`config.mk`:
```
export PLATFORM = sky130hd
export DESIGN_NAME = wkb_geometry_stream_parser
export DESIGN_NICKNAME = d
export VERILOG_FILES = /design/src/hw/rtl/wkbp_pkg.sv /design/src/hw/rtl/wkbp_parse.sv /design/src/hw/rtl/wkbp_fifo.sv /design/src/hw/rtl/wkb_geometry_stream_parser.sv
export SDC_FILE = /design/constraint.sdc
export NUM_CORES = 2
export LEC_CHECK = 0
export ABC_AREA = 0
export BUFFER_PORTS_ARGS = -buffer_cell sky130_fd_sc_hd__buf_2
export CAP_MARGIN = 20
export CORE_MARGIN = 10
export CORE_UTILIZATION = 35
export CTS_CLUSTER_DIAMETER = 80
export DETAILED_ROUTE_END_ITERATION = 7
export SYNTH_ARGS = -nofsm -noshare
export SYNTH_HDL_FRONTEND = slang
export SYNTH_SLANG_ARGS = --single-unit
```
`constraint.sdc`:
```
create_clock -name clk -period 28.9 [get_ports clk]
set_clock_uncertainty 0.2 [all_clocks]
set_input_delay 2.89 -clock clk [delete_from_list [all_inputs] [get_ports clk]]
set_output_delay 2.89 -clock clk [all_outputs]
set_load 0.005 [all_outputs]
```
`src/hw/rtl/wkbp_pkg.sv`:
```
package wkbp_pkg;

	// Default depth of the result queue; it must hold at least two words.
	localparam int RES_FIFO_DEPTH_DEF = 4;

	// Byte order mark for little-endian encoding.
	localparam logic [7:0] BYTE_ORDER_LE = 8'h01;

	// Bit of the type field that announces an SRID.
	localparam int SRID_FLAG_BIT = 29;

	// Geometry type codes.
	localparam logic [2:0] GT_NONE       = 3'd0;
	localparam logic [2:0] GT_POINT      = 3'd1;
	localparam logic [2:0] GT_LINE       = 3'd2;
	localparam logic [2:0] GT_POLYGON    = 3'd3;
	localparam logic [2:0] GT_MULTILINE  = 3'd5;
	localparam logic [2:0] GT_MULTIPOLY  = 3'd6;

	// Event codes of a result word.
	localparam logic [1:0] EV_HEADER   = 2'd0;
	localparam logic [1:0] EV_POINT    = 2'd1;
	localparam logic [1:0] EV_COMPLETE = 2'd2;
	localparam logic [1:0] EV_ERROR    = 2'd3;

	// Error codes.
	localparam logic [1:0] ERR_BYTE_ORDER  = 2'd0;
	localparam logic [1:0] ERR_UNKNOWN     = 2'd1;
	localparam logic [1:0] ERR_NESTED_TYPE = 2'd2;
	localparam logic [1:0] ERR_TRUNCATED   = 2'd3;

	// Parse phases.
	typedef enum logic [3:0] {
		PH_TOP_ORDER,
		PH_TOP_TYPE,
		PH_TOP_SRID,
		PH_SUB_ORDER,
		PH_SUB_TYPE,
		PH_SUB_SRID,
		PH_PART_COUNT,
		PH_RING_COUNT,
		PH_POINT_COUNT,
		PH_X,
		PH_Y,
		PH_IDLE
	} phase_t;

	// Input word: one byte of the buffer.
	typedef struct packed {
		logic [7:0] data_byte;
		logic       end_of_buffer;
	} src_word_t;

	// Result word.
	typedef struct packed {
		logic [1:0]         event_res;
		logic [2:0]         geometry_type;
		logic signed [31:0] srid_value;
		logic [63:0]        x_bits;
		logic [63:0]        y_bits;
		logic [31:0]        part_index;
		logic [31:0]        ring_index;
		logic [31:0]        point_index;
		logic [1:0]         error_code;
		logic               last_of_run;
	} res_word_t;

	// Up to two result words produced by one input byte, in order.
	typedef struct packed {
		logic [1:0]            count;
		res_word_t [1:0]       item;
	} res_push_t;

endpackage

```
`src/hw/rtl/wkbp_parse.sv`:
```
module wkbp_parse import wkbp_pkg::*; (
	input  logic      clk,
	input  logic      arst_n,
	input  logic      proc,
	input  src_word_t in_word,
	output res_push_t res
);

	phase_t      phase_q, phase_d;
	logic [2:0]  bif_q, bif_d;
	logic [63:0] acc_q, acc_d;
	logic [63:0] held_x_q, held_x_d;
	logic [2:0]  top_type_q, top_type_d;
	logic [31:0] top_srid_q, top_srid_d;
	logic [31:0] parts_left_q, parts_left_d;
	logic [31:0] rings_left_q, rings_left_d;
	logic [31:0] points_left_q, points_left_d;
	logic [31:0] part_ctr_q, part_ctr_d;
	logic [31:0] ring_ctr_q, ring_ctr_d;
	logic [31:0] point_ctr_q, point_ctr_d;
	logic        finished_q, finished_d;

	logic [63:0] v;
	logic [31:0] w;
	logic [15:0] tcode;
	logic [2:0]  req_type;
	logic        field_last;
	logic        e_point, e_header, e_eob;
	logic        do_fail, do_complete, do_eol, do_eop;
	logic [1:0]  fail_code;
	logic [2:0]  em_type;
	logic [31:0] em_srid;
	logic [1:0]  n;

	// True for the type codes that the parser accepts.
	function automatic logic known_type(input logic [15:0] t);
		return t == 16'(GT_POINT) || t == 16'(GT_LINE) || t == 16'(GT_POLYGON) ||
			t == 16'(GT_MULTILINE) || t == 16'(GT_MULTIPOLY);
	endfunction

	// First body phase of a geometry of the given type.
	function automatic phase_t body_phase(input logic [2:0] t);
		phase_t p;
		case (t)
			GT_POINT:   p = PH_X;
			GT_LINE:    p = PH_POINT_COUNT;
			GT_POLYGON: p = PH_RING_COUNT;
			default:    p = PH_PART_COUNT;
		endcase
		return p;
	endfunction

	function automatic res_word_t mk_res(input logic [1:0] ev, input logic [2:0] ty,
		input logic [31:0] sr, input logic [63:0] x, input logic [63:0] y,
		input logic [31:0] pi, input logic [31:0] ri, input logic [31:0] qi,
		input logic [1:0] ec);
		res_word_t r;
		r.event_res     = ev;
		r.geometry_type = ty;
		r.srid_value    = sr;
		r.x_bits        = x;
		r.y_bits        = y;
		r.part_index    = pi;
		r.ring_index    = ri;
		r.point_index   = qi;
		r.error_code    = ec;
		r.last_of_run   = 1'b0;
		return r;
	endfunction

	// Byte assembly, field decode and the result words of one byte.
	always_comb begin
		phase_d       = phase_q;
		bif_d         = bif_q;
		acc_d         = acc_q;
		held_x_d      = held_x_q;
		top_type_d    = top_type_q;
		top_srid_d    = top_srid_q;
		parts_left_d  = parts_left_q;
		rings_left_d  = rings_left_q;
		points_left_d = points_left_q;
		part_ctr_d    = part_ctr_q;
		ring_ctr_d    = ring_ctr_q;
		point_ctr_d   = point_ctr_q;
		finished_d    = finished_q;

		v        = acc_q | (64'(in_word.data_byte) << {bif_q, 3'b000});
		w        = v[31:0];
		tcode    = w[15:0];
		req_type = (top_type_q == GT_MULTILINE) ? GT_LINE : GT_POLYGON;

		case (phase_q)
			PH_TOP_ORDER, PH_SUB_ORDER: field_last = 1'b1;
			PH_X, PH_Y:                 field_last = (bif_q == 3'd7);
			default:                    field_last = (bif_q == 3'd3);
		endcase

		e_point     = 1'b0;
		e_header    = 1'b0;
		e_eob       = 1'b0;
		do_fail     = 1'b0;
		do_complete = 1'b0;
		do_eol      = 1'b0;
		do_eop      = 1'b0;
		fail_code   = ERR_BYTE_ORDER;

		if (proc && !finished_q && phase_q != PH_IDLE) begin
			if (!field_last) begin
				bif_d = bif_q + 3'd1;
				acc_d = v;
			end else begin
				bif_d = '0;
				acc_d = '0;
				case (phase_q)
					PH_TOP_ORDER, PH_SUB_ORDER: begin
						if (v[7:0] != BYTE_ORDER_LE) begin
							do_fail   = 1'b1;
							fail_code = ERR_BYTE_ORDER;
						end else begin
							phase_d = (phase_q == PH_TOP_ORDER) ? PH_TOP_TYPE : PH_SUB_TYPE;
						end
					end
					PH_TOP_TYPE: begin
						if (!known_type(tcode)) begin
							do_fail   = 1'b1;
							fail_code = ERR_UNKNOWN;
						end else begin
							top_type_d = tcode[2:0];
							if (w[SRID_FLAG_BIT]) begin
								phase_d = PH_TOP_SRID;
							end else begin
								e_header = 1'b1;
								phase_d  = body_phase(tcode[2:0]);
							end
						end
					end
					PH_TOP_SRID: begin
						top_srid_d = w;
						e_header   = 1'b1;
						phase_d    = body_phase(top_type_q);
					end
					PH_SUB_TYPE: begin
						if (tcode != 16'(req_type)) begin
							do_fail   = 1'b1;
							fail_code = known_type(tcode) ? ERR_NESTED_TYPE : ERR_UNKNOWN;
						end else if (w[SRID_FLAG_BIT]) begin
							phase_d = PH_SUB_SRID;
						end else begin
							phase_d = body_phase(req_type);
						end
					end
					PH_SUB_SRID: begin
						// A nested SRID is read and dropped.
						phase_d = body_phase(req_type);
					end
					PH_PART_COUNT: begin
						parts_left_d = w;
						part_ctr_d   = '0;
						if (w == '0) begin
							do_complete = 1'b1;
						end else begin
							phase_d = PH_SUB_ORDER;
						end
					end
					PH_RING_COUNT: begin
						rings_left_d = w;
						ring_ctr_d   = '0;
						if (w == '0) begin
							do_eop = 1'b1;
						end else begin
							phase_d = PH_POINT_COUNT;
						end
					end
					PH_POINT_COUNT: begin
						points_left_d = w;
						point_ctr_d   = '0;
						if (w == '0) begin
							do_eol = 1'b1;
						end else begin
							phase_d = PH_X;
						end
					end
					PH_X: begin
						held_x_d = v;
						phase_d  = PH_Y;
					end
					PH_Y: begin
						e_point = 1'b1;
						if (top_type_q == GT_POINT) begin
							do_complete = 1'b1;
						end else begin
							point_ctr_d   = point_ctr_q + 32'd1;
							points_left_d = points_left_q - 32'd1;
							if (points_left_q == 32'd1) begin
								do_eol = 1'b1;
							end else begin
								phase_d = PH_X;
							end
						end
					end
					default: begin
						phase_d = PH_IDLE;
					end
				endcase
			end
		end

		// End of a line or ring: polygons count rings down.
		if (do_eol) begin
			if (top_type_q == GT_POLYGON || top_type_q == GT_MULTIPOLY) begin
				ring_ctr_d   = ring_ctr_q + 32'd1;
				rings_left_d = rings_left_q - 32'd1;
				if (rings_left_q == 32'd1) begin
					do_eop = 1'b1;
				end else begin
					phase_d = PH_POINT_COUNT;
				end
			end else begin
				do_eop = 1'b1;
			end
		end

		// End of a part: multi geometries count parts down.
		if (do_eop) begin
			if (top_type_q == GT_MULTILINE || top_type_q == GT_MULTIPOLY) begin
				part_ctr_d   = part_ctr_q + 32'd1;
				parts_left_d = parts_left_q - 32'd1;
				if (parts_left_q == 32'd1) begin
					do_complete = 1'b1;
				end else begin
					phase_d = PH_SUB_ORDER;
				end
			end else begin
				do_complete = 1'b1;
			end
		end

		if (do_fail || do_complete) begin
			finished_d = 1'b1;
			phase_d    = PH_IDLE;
		end

		// Results carry the header fields as they stand before any rearm.
		em_type = top_type_d;
		em_srid = top_srid_d;

		// The last byte of a buffer rearms the parser.
		if (proc && in_word.end_of_buffer) begin
			e_eob         = !finished_d;
			phase_d       = PH_TOP_ORDER;
			bif_d         = '0;
			acc_d         = '0;
			held_x_d      = '0;
			top_type_d    = GT_NONE;
			top_srid_d    = '0;
			parts_left_d  = '0;
			rings_left_d  = '0;
			points_left_d = '0;
			part_ctr_d    = '0;
			ring_ctr_d    = '0;
			point_ctr_d   = '0;
			finished_d    = 1'b0;
		end

		// Result words in the order they arise.
		res = '0;
		n   = 2'd0;
		if (e_point) begin
			res.item[n[0]] = mk_res(EV_POINT, em_type, em_srid, held_x_q, v,
				part_ctr_q, ring_ctr_q, point_ctr_q, 2'd0);
			n = n + 2'd1;
		end
		if (e_header) begin
			res.item[n[0]] = mk_res(EV_HEADER, em_type, em_srid, '0, '0, '0, '0, '0, 2'd0);
			n = n + 2'd1;
		end
		if (do_complete || do_fail) begin
			res.item[n[0]] = mk_res(do_fail ? EV_ERROR : EV_COMPLETE, em_type, em_srid,
				'0, '0, '0, '0, '0, do_fail ? fail_code : 2'd0);
			n = n + 2'd1;
		end
		if (e_eob) begin
			res.item[n[0]] = mk_res(EV_ERROR, em_type, em_srid, '0, '0, '0, '0, '0,
				ERR_TRUNCATED);
			n = n + 2'd1;
		end
		res.count = n;
		if (n != 2'd0) begin
			res.item[~n[0]].last_of_run = 1'b1;
		end
	end

	// Parse state.
	always_ff @(posedge clk or negedge arst_n) begin
		if (!arst_n) begin
			phase_q       <= PH_TOP_ORDER;
			bif_q         <= '0;
			acc_q         <= '0;
			top_type_q    <= GT_NONE;
			top_srid_q    <= '0;
			parts_left_q  <= '0;
			rings_left_q  <= '0;
			points_left_q <= '0;
			part_ctr_q    <= '0;
			ring_ctr_q    <= '0;
			point_ctr_q   <= '0;
			finished_q    <= 1'b0;
		end else begin
			phase_q       <= phase_d;
			bif_q         <= bif_d;
			acc_q         <= acc_d;
			top_type_q    <= top_type_d;
			top_srid_q    <= top_srid_d;
			parts_left_q  <= parts_left_d;
			rings_left_q  <= rings_left_d;
			points_left_q <= points_left_d;
			part_ctr_q    <= part_ctr_d;
			ring_ctr_q    <= ring_ctr_d;
			point_ctr_q   <= point_ctr_d;
			finished_q    <= finished_d;
		end
	end

	// The x coordinate waits here for its y.
	always_ff @(posedge clk) begin
		held_x_q <= held_x_d;
	end

	// A finished frame always sits in the idle phase, and only there.
	a_finished_idle: assert property (@(posedge clk) disable iff (!arst_n)
		finished_q == (phase_q == PH_IDLE))
		else $error("finished flag and idle phase disagree");

	// The last byte of a buffer always rearms the parser.
	a_rearm: assert property (@(posedge clk) disable iff (!arst_n)
		proc && in_word.end_of_buffer |=> phase_q == PH_TOP_ORDER && !finished_q)
		else $error("parser did not rearm after the last byte");

	// An error word never has another word after it from the same byte.
	a_error_last: assert property (@(posedge clk) disable iff (!arst_n)
		res.count == 2'd2 |-> res.item[0].event_res != EV_ERROR)
		else $error("error word followed by another word");

	// Nothing is produced without a byte.
	a_no_spurious: assert property (@(posedge clk) disable iff (!arst_n)
		!proc |-> res.count == 2'd0)
		else $error("result word without an input byte");

endmodule

```
`src/hw/rtl/wkbp_fifo.sv`:
```
module wkbp_fifo import wkbp_pkg::*; #(
	parameter int DEPTH = RES_FIFO_DEPTH_DEF
) (
	input  logic      clk,
	input  logic      arst_n,
	input  res_push_t push,
	output logic      room,
	output logic      res_valid,
	input  logic      res_stall,
	output res_word_t res_data
);

	localparam int PW = (DEPTH > 1) ? $clog2(DEPTH) : 1;
	localparam int CW = $clog2(DEPTH + 1);

	res_word_t     mem [DEPTH];
	logic [PW-1:0] wr_q;
	logic [PW-1:0] rd_q;
	logic [PW-1:0] wr_p1;
	logic [PW-1:0] wr_p2;
	logic [CW-1:0] cnt_q;
	logic          pop;

	function automatic logic [PW-1:0] next_ptr(input logic [PW-1:0] p);
		return (p == PW'(DEPTH - 1)) ? '0 : p + 1'b1;
	endfunction

	// Queue status; a byte needs room for two words before it is taken.
	assign wr_p1     = next_ptr(wr_q);
	assign wr_p2     = next_ptr(wr_p1);
	assign res_valid = (cnt_q != '0);
	assign pop       = res_valid && !res_stall;
	assign room      = (cnt_q <= CW'(DEPTH - 2));
	assign res_data  = mem[rd_q];

	// Word storage.
	always_ff @(posedge clk) begin
		if (push.count != 2'd0) begin
			mem[wr_q] <= push.item[0];
		end
		if (push.count == 2'd2) begin
			mem[wr_p1] <= push.item[1];
		end
	end

	// Pointers and fill count.
	always_ff @(posedge clk or negedge arst_n) begin
		if (!arst_n) begin
			wr_q  <= '0;
			rd_q  <= '0;
			cnt_q <= '0;
		end else begin
			case (push.count)
				2'd1:    wr_q <= wr_p1;
				2'd2:    wr_q <= wr_p2;
				default: wr_q <= wr_q;
			endcase
			if (pop) begin
				rd_q <= next_ptr(rd_q);
			end
			cnt_q <= cnt_q + CW'(push.count) - CW'(pop);
		end
	end

	// Words only arrive when two free slots were promised.
	a_push_room: assert property (@(posedge clk) disable iff (!arst_n)
		push.count != 2'd0 |-> cnt_q <= CW'(DEPTH - 2))
		else $error("result words pushed without room");

	// The fill count never passes the depth.
	a_no_overflow: assert property (@(posedge clk) disable iff (!arst_n)
		cnt_q <= CW'(DEPTH))
		else $error("result queue overflow");

endmodule

```
`src/hw/rtl/wkb_geometry_stream_parser.sv`:
```
// Streaming parser for little-endian extended WKB geometries. One byte of the
// buffer enters per src word, with end_of_buffer set on the buffer's last byte;
// each byte yields zero, one or two result words (header, point, complete or
// error) on the res channel, the last word of a byte flagged by last_of_run.
// The parser takes one byte every cycle while the result queue has room: the
// byte sits in an input register, and combinational decode logic updates the
// parse state and writes the byte's words into a small result queue, read out on
// res. Input stalls only when the result queue has fewer than two free
// slots, which happens when the res side stalls or when bytes that yield two
// words come faster than one word per cycle drains. Bytes after completion or
// an error are dropped until the buffer's last byte, which rearms the parser.
module wkb_geometry_stream_parser import wkbp_pkg::*; #(
	parameter int RES_FIFO_DEPTH = RES_FIFO_DEPTH_DEF
) (
	input  logic      clk,
	input  logic      arst_n,
	input  logic      src_valid,
	output logic      src_stall,
	input  src_word_t src_data,
	output logic      res_valid,
	input  logic      res_stall,
	output res_word_t res_data
);

	logic      valid_s1;
	src_word_t src_s1;
	logic      room;
	logic      proc;
	res_push_t push;

	// A registered byte is decoded once the queue can take its words.
	assign proc      = valid_s1 && room;
	assign src_stall = valid_s1 && !room;

	// Input register.
	always_ff @(posedge clk or negedge arst_n) begin
		if (!arst_n) begin
			valid_s1 <= 1'b0;
		end else if (src_valid && !src_stall) begin
			valid_s1 <= 1'b1;
		end else if (proc) begin
			valid_s1 <= 1'b0;
		end
	end

	always_ff @(posedge clk) begin
		if (src_valid && !src_stall) begin
			src_s1 <= src_data;
		end
	end

	wkbp_parse u_parse (
		.clk     (clk),
		.arst_n  (arst_n),
		.proc    (proc),
		.in_word (src_s1),
		.res     (push)
	);

	wkbp_fifo #(
		.DEPTH (RES_FIFO_DEPTH)
	) u_fifo (
		.clk       (clk),
		.arst_n    (arst_n),
		.push      (push),
		.room      (room),
		.res_valid (res_valid),
		.res_stall (res_stall),
		.res_data  (res_data)
	);

endmodule

```
Yosys cells after proc, flatten, opt, wreduce, memory -nomap -nowiden
Memories as Yosys holds them, arrays and structs flattened.
Cells that the tools add are included.
{"block": "word_totals", "output_inout_bits": 266, "mem_bits_rw": 1056, "inputBits": 13, "mem_count": 1, "word_cells": 274, "register_bits": 380}
{"name": "u_fifo.mem", "words": 4, "width": 264, "rd": 1, "rd_ports_with_merged_regs": 0, "wr": 2, "line": "wkbp_fifo.sv:16", "rtl": "res_word_t mem [DEPTH];"}
{"block": "classes", "n_shift": 1, "n_eq_ne": 40, "bitwise_logic": 2, "reduce_logical": 36, "n_mux": 151, "n_addsub": 15, "order_cmp": 9}
{"cell": "528-bit bitwise mux", "count": 4}
{"cell": "528-bit two-way mux", "count": 4}
{"cell": "32-bit two-way mux", "count": 36}
{"cell": "264-bit demux with 1-bit select", "count": 4}
{"cell": "264-bit two-way mux", "count": 3}
{"cell": "263-bit two-way mux", "count": 1}
{"cell": "64-bit two-way mux", "count": 3}
{"cell": "32-bit case mux with 2 select lines", "count": 2}
{"cell": "32-bit by 1-bit adder with 32-bit output, second input constant", "count": 3}
{"cell": "32-bit by 1-bit == test with 1-bit output, second input constant", "count": 3}
{"cell": "32-bit by 1-bit subtractor with 32-bit output, second input constant", "count": 3}
{"cell": "4-bit two-way mux", "count": 20}
{"cell": "64-bit OR", "count": 1}
{"cell": "8-bit by 6-bit left shift with 64-bit output", "count": 1}
{"cell": "1-bit two-way mux", "count": 43}
{"cell": "4-bit case mux with 10 select lines", "count": 1}
{"cell": "4-bit case mux with 3 select lines", "count": 3}
{"cell": "16-bit by 2-bit == test with 1-bit output, second input constant", "count": 2}
{"cell": "16-bit by 3-bit == test with 1-bit output, second input constant", "count": 2}
{"cell": "32-bit logical NOT", "count": 1}
{"cell": "3-bit two-way mux", "count": 9}
{"cell": "2-bit two-way mux", "count": 11}
{"cell": "3-bit by 2-bit == test with 1-bit output, second input constant", "count": 7}
{"cell": "16-bit by 1-bit == test with 1-bit output, second input constant", "count": 1}
{"cell": "other kinds (33)", "count": 86}

Longest topological paths before layout
{"block": "depth", "depth_word": 23, "ltp_mapped": 22, "depth_no_buf": 18}

By module
Synthesis repeated with hierarchy kept, for this count alone.
{"block": "hier_totals", "hier_cells": 5664, "area_unflattened_um2": 75303.5}
{"module": "wkbp_fifo", "instances": 1, "seq_area_each_um2": 31885.6, "cells_each": 2609, "area_per_inst_um2": 51847.2}
{"module": "wkbp_parse", "instances": 1, "seq_area_each_um2": 8763.4, "cells_each": 3040, "area_per_inst_um2": 23122.2}
{"module": "wkb_geometry_stream_parser", "instances": 1, "seq_area_each_um2": 295.3, "cells_each": 15, "area_per_inst_um2": 334.1}

Worst setup path before layout
No wires, ideal clock.
{"block": "synth_timing", "kind": "register -> register", "from": "register u_parse.bif_q[2]", "to": "memory u_fifo.mem[3][0] (netlist name), enable pin", "t_arrival_ns": 22.388, "synth_period_minus_slack_ns": 23.842, "setup_time_ns": 1.254, "path_buffers": 2, "t_required_ns": 27.446, "setup_slack_ns": 5.058, "path_stages_with_launch": 17, "cell_sequence": "dfrtp_1 buf_2 or4b_2 a222oi_1 a2111oi_0 and3_1 and3_1 o21ai_0 ha_1 ha_1 buf_1 nand3_1 xor2_1 mux2i_1 inv_1 ha_1 o21ai_0"}
{"element": "start, declared", "line": "wkbp_parse.sv:10", "rtl": "logic [2:0] bif_q, bif_d;"}
{"element": "start signal, assigned", "line": "wkbp_parse.sv:310", "rtl": "bif_q <= bif_d;"}
{"element": "end, declared", "line": "wkbp_fifo.sv:16"}

==> results.yml <==
run_status:
  run_status: "finished, violations left"
  violations: "design-rule violations"
die:
  start_util_pct: 35.1
  dieArea_sq_mm: 0.211
  core.rowCount: 161
  chipWidth_microns: 459
  die_y_microns: 459
  io_pins: 279
  design.core.area_sq_mm: 0.192
worst_setup_path:
  path_class: "reg -> reg"
  critPathLaunchType: "flip-flop"
  r2r_setup_slack_ns: 19.04
  cp-end-kind: "flip-flop"
  cp.arrival_ns: 10.08
  crit_required_ns: 29.13
  r2r_start: "u_parse.bif_q[0]"
  r2r-end: "u_fifo.mem[0][107]"
  cp-startpoint: "u_parse.bif_q[0]"
  reg2reg_depth: 18
  cp-endpoint: "u_fifo.mem[0][107]"
  crit_fanout: 177
pwr:
  p_per_area_mw_per_mm2: 98.1
  p_leak_nw: 27.3
  irDropWorstVdd_mv: 0.122
global_routing:
  grt_pass1_wl_mm: 312
  grt_max_degree: 178
  met1_usage_pct: 27.5
  grt_pass1_vias: 46641
  gr-usage-met3_pct: 3.90
  top_usage_layer: "met2"
  antenna_found_initial: 10
  grt_use_met2_pct: 29.2
  grt_overflow: 0
  track_usage_pct: 19.2
timing:
  maxSlewViolCount: 0
  tns_ns: 0
  slew_headroom_pct: 21.5
  setup_viol: 0
  fmax_mhz: 101
  period_needed_ns: 9.86
  tightest_slew_ns: 1.17
  fin_crit_sh_pct: 34.1
  rsz0062_at_grt: "no"
  hold_violations: 0
logic_synthesis:
  synthesis.area_sq_mm: 0.0674
  synth_edf_count: 1065
  ys_seq_area_share_pct: 60.7
  synthFlopType: "edfxtp_1"
  synth_cell_types: 87
  async_reset_ff_share_pct: 21.4
  ys_ff_latch: 1436
  syn-num-nets: 5832
  yosys_warnings: 0
  syn_area_per_cell_sq_um: 11.6
  synthCells: 5789
clocking:
  htreeDepth: 4
  path_clk_slew_ns: 0.06
  cts-resized-gates: 0
  cts-root-buf: "clkbuf_16"
  cts_buffers: 160
  cts_setup_buffers: 0
  cts_buffer_depth: 3
  postCtsHoldBufs: 0
  numClockSinks: 1436
  cts_tree: "yes"
  clock_latency_ns: 0.82
placed_design:
  dp_hpwl_mm: 127
  numPortBuffers: 278
  gp_congestion: 0.895
  placedCellCount: 8137
hold_path:
  hold_class: "reg -> reg"
  hold_depth: 1
finish:
  area_growth_syn_to_layout_pct: 13.0
  fin_cells: 8446
  fin_util_pct: 39.7
  multi_input_area_sq_mm: 0.0241
  fin_nets: 5824
  fillers: 18180
  regArea_sq_mm: 0.0410
  drive_gt1_share_pct: 16.6
route:
  drc_errors: 1
  wl_per_cell_microns: 24.7
  drtIter0Drc: 5860
  routed_wl_mm: 209
  viasPerCell: 5.80
  dr_total_vias: 48981
  firstDrtPassIters: 8
  ant_nets: 0
run:
  max_cap_viol_count: 0
[final cells by class]
cell class,count,share of cell area [%]
clock inverter,68,1.11
clock buffer,232,5.89
sequential,1436,53.8
antenna,1,0.00329
multi-input combinational,3737,31.6
inverter,44,0.227
timing repair buffer,402,3.28
tap,2526,4.15
[metrics by stage]
step                      worst slack (ns)  hold WS, ns  instance area [sq um]  total power [mW]
after floorplan                       5.06        0.236                  67400              4.62
after global placement               19.20        0.261                  70600              5.43
after detailed placement             18.95        0.278                  70600              5.46
after CTS                            18.90        0.289                  76000              7.52
after global routing                 18.26        0.302                  76200              7.81
final                                19.04        0.287                  76200              7.48
[sequential cells by signal (all words and copies together) (netlist names), 9 cells and up]
| register | cells |
|---|---|
| u_parse.parts_left_q | 32 |
| u_parse.rings_left_q | 32 |
| u_parse.acc_q | 64 |
| src_s1 | 9 |
| u_parse.points_left_q | 32 |
| u_parse.held_x_q | 64 |
| u_parse.ring_ctr_q | 32 |
| u_fifo.mem | 1056 |
| u_parse.part_ctr_q | 32 |
| u_parse.top_srid_q | 32 |
| u_parse.point_ctr_q | 32 |
[synthesized netlist by cell type (11+ instances only)]
cell	number	area [sq um]
nand2b_1	19	119
xor2_1	25	219
edfxtp_1	1065	32000
nand3b_1	16	120
dfrtp_1	307	7680
and2_1	17	106
mux2i_1	11	110
o211ai_1	20	150
nor2_1	1128	4230
buf_4	41	308
or2_2	11	68.8
clkbuf_1	398	1490
nor2b_1	11	68.8
inv_1	43	161
nand4_1	34	213
nand3_1	690	3450
dfxtp_1	64	1280
mux4_2	264	5950
xnor2_1	27	236
o22ai_1	11	68.8
nor3_1	60	300
or4_1	14	105
ha_1	29	363
buf_2	73	365
nor4_1	304	1900
buf_1	52	195
and4_1	12	105
or3_1	39	244
mux2_2	11	124
o21ai_0	146	731
and3_1	41	257
nand2_1	235	882
a21oi_1	273	1370
a31oi_1	30	188
a211oi_1	85	638
a22oi_1	13	97.6
[worst min path at each step]
stage                                  start                        to  slack (ns)
finish              u_parse.rings_left_q[31]  u_parse.rings_left_q[31]        0.29
global placement    u_parse.rings_left_q[31]  u_parse.rings_left_q[31]        0.26
detailed placement  u_parse.rings_left_q[31]  u_parse.rings_left_q[31]        0.28
floorplan           u_parse.rings_left_q[31]  u_parse.rings_left_q[31]        0.24
global route        u_parse.rings_left_q[31]  u_parse.rings_left_q[31]        0.30
CTS                 u_parse.rings_left_q[31]  u_parse.rings_left_q[31]        0.29
[routing by layer]
metal	up-vias	routed length, microns
li1	21622	-
met1	24997	90400
met2	2082	94800
met3	276	17700
met4	4	6110
met5	-	27
[power breakdown]
part	switching, mW	internal, mW
Combinational	1.78	0.826
Sequential	0.187	2.61
Clock	0.870	1.20
[critical path, cell delays in order, from the launching register on]
cell and delay, ns:
dfrtp_1 0.74, ha_1 0.31, nand2_1 0.08, nor3_1 0.40
o31a_1 0.64, nand2_4 0.71, inv_8 0.92, a32o_1 0.29
a211o_1 0.44, ha_1 0.47, nand3_1 0.21, xor2_1 0.19
mux2i_1 0.19, ha_1 0.55, nand2_4 0.43, o21ai_4 0.24
buf_4 0.66, buf_4 0.78, buf_4 0.79
[cell usage in the layout (no fill, tap or decap), types with 25 or more instances in the layout]
| cell | synthesis | routed |
|---|---|---|
| nor3_1 | 60 | 58 |
| ha_1 | 29 | 29 |
| nand2_1 | 235 | 229 |
| o21ai_0 | 146 | 140 |
| dfrtp_1 | 307 | 305 |
| a211oi_1 | 85 | 85 |
| dfxtp_1 | 64 | 64 |
| nor2_1 | 1128 | 1121 |
| or3_1 | 39 | 39 |
| a31oi_1 | 30 | 30 |
| clkbuf_1 | 398 | 52 |
| xnor2_1 | 27 | 27 |
| nand3_1 | 690 | 688 |
| a21oi_1 | 273 | 270 |
| inv_1 | 43 | 43 |
| mux4_2 | 264 | 264 |
| nor4_1 | 304 | 304 |
| clkbuf_16 | 0 | 161 |
| buf_4 | 41 | 112 |
| edfxtp_1 | 1065 | 1065 |
| buf_2 | 73 | 278 |
| xor2_1 | 25 | 25 |
| nand4_1 | 34 | 34 |
| and3_1 | 41 | 40 |
[cells by family after synthesis]
family | count (synthesis) | share of synthesized area [%]
AND/OR/NAND/NOR | 2669 | 18.6
flip-flops | 1436 | 60.7
AO/OA/AOI/OAI | 699 | 6.40
buffers and inverters | 616 | 3.85
multiplexers | 287 | 9.18
XOR/XNOR | 52 | 0.676
adder cells (fa/ha/maj) | 30 | 0.568
(Power assumes the default switching activity.)
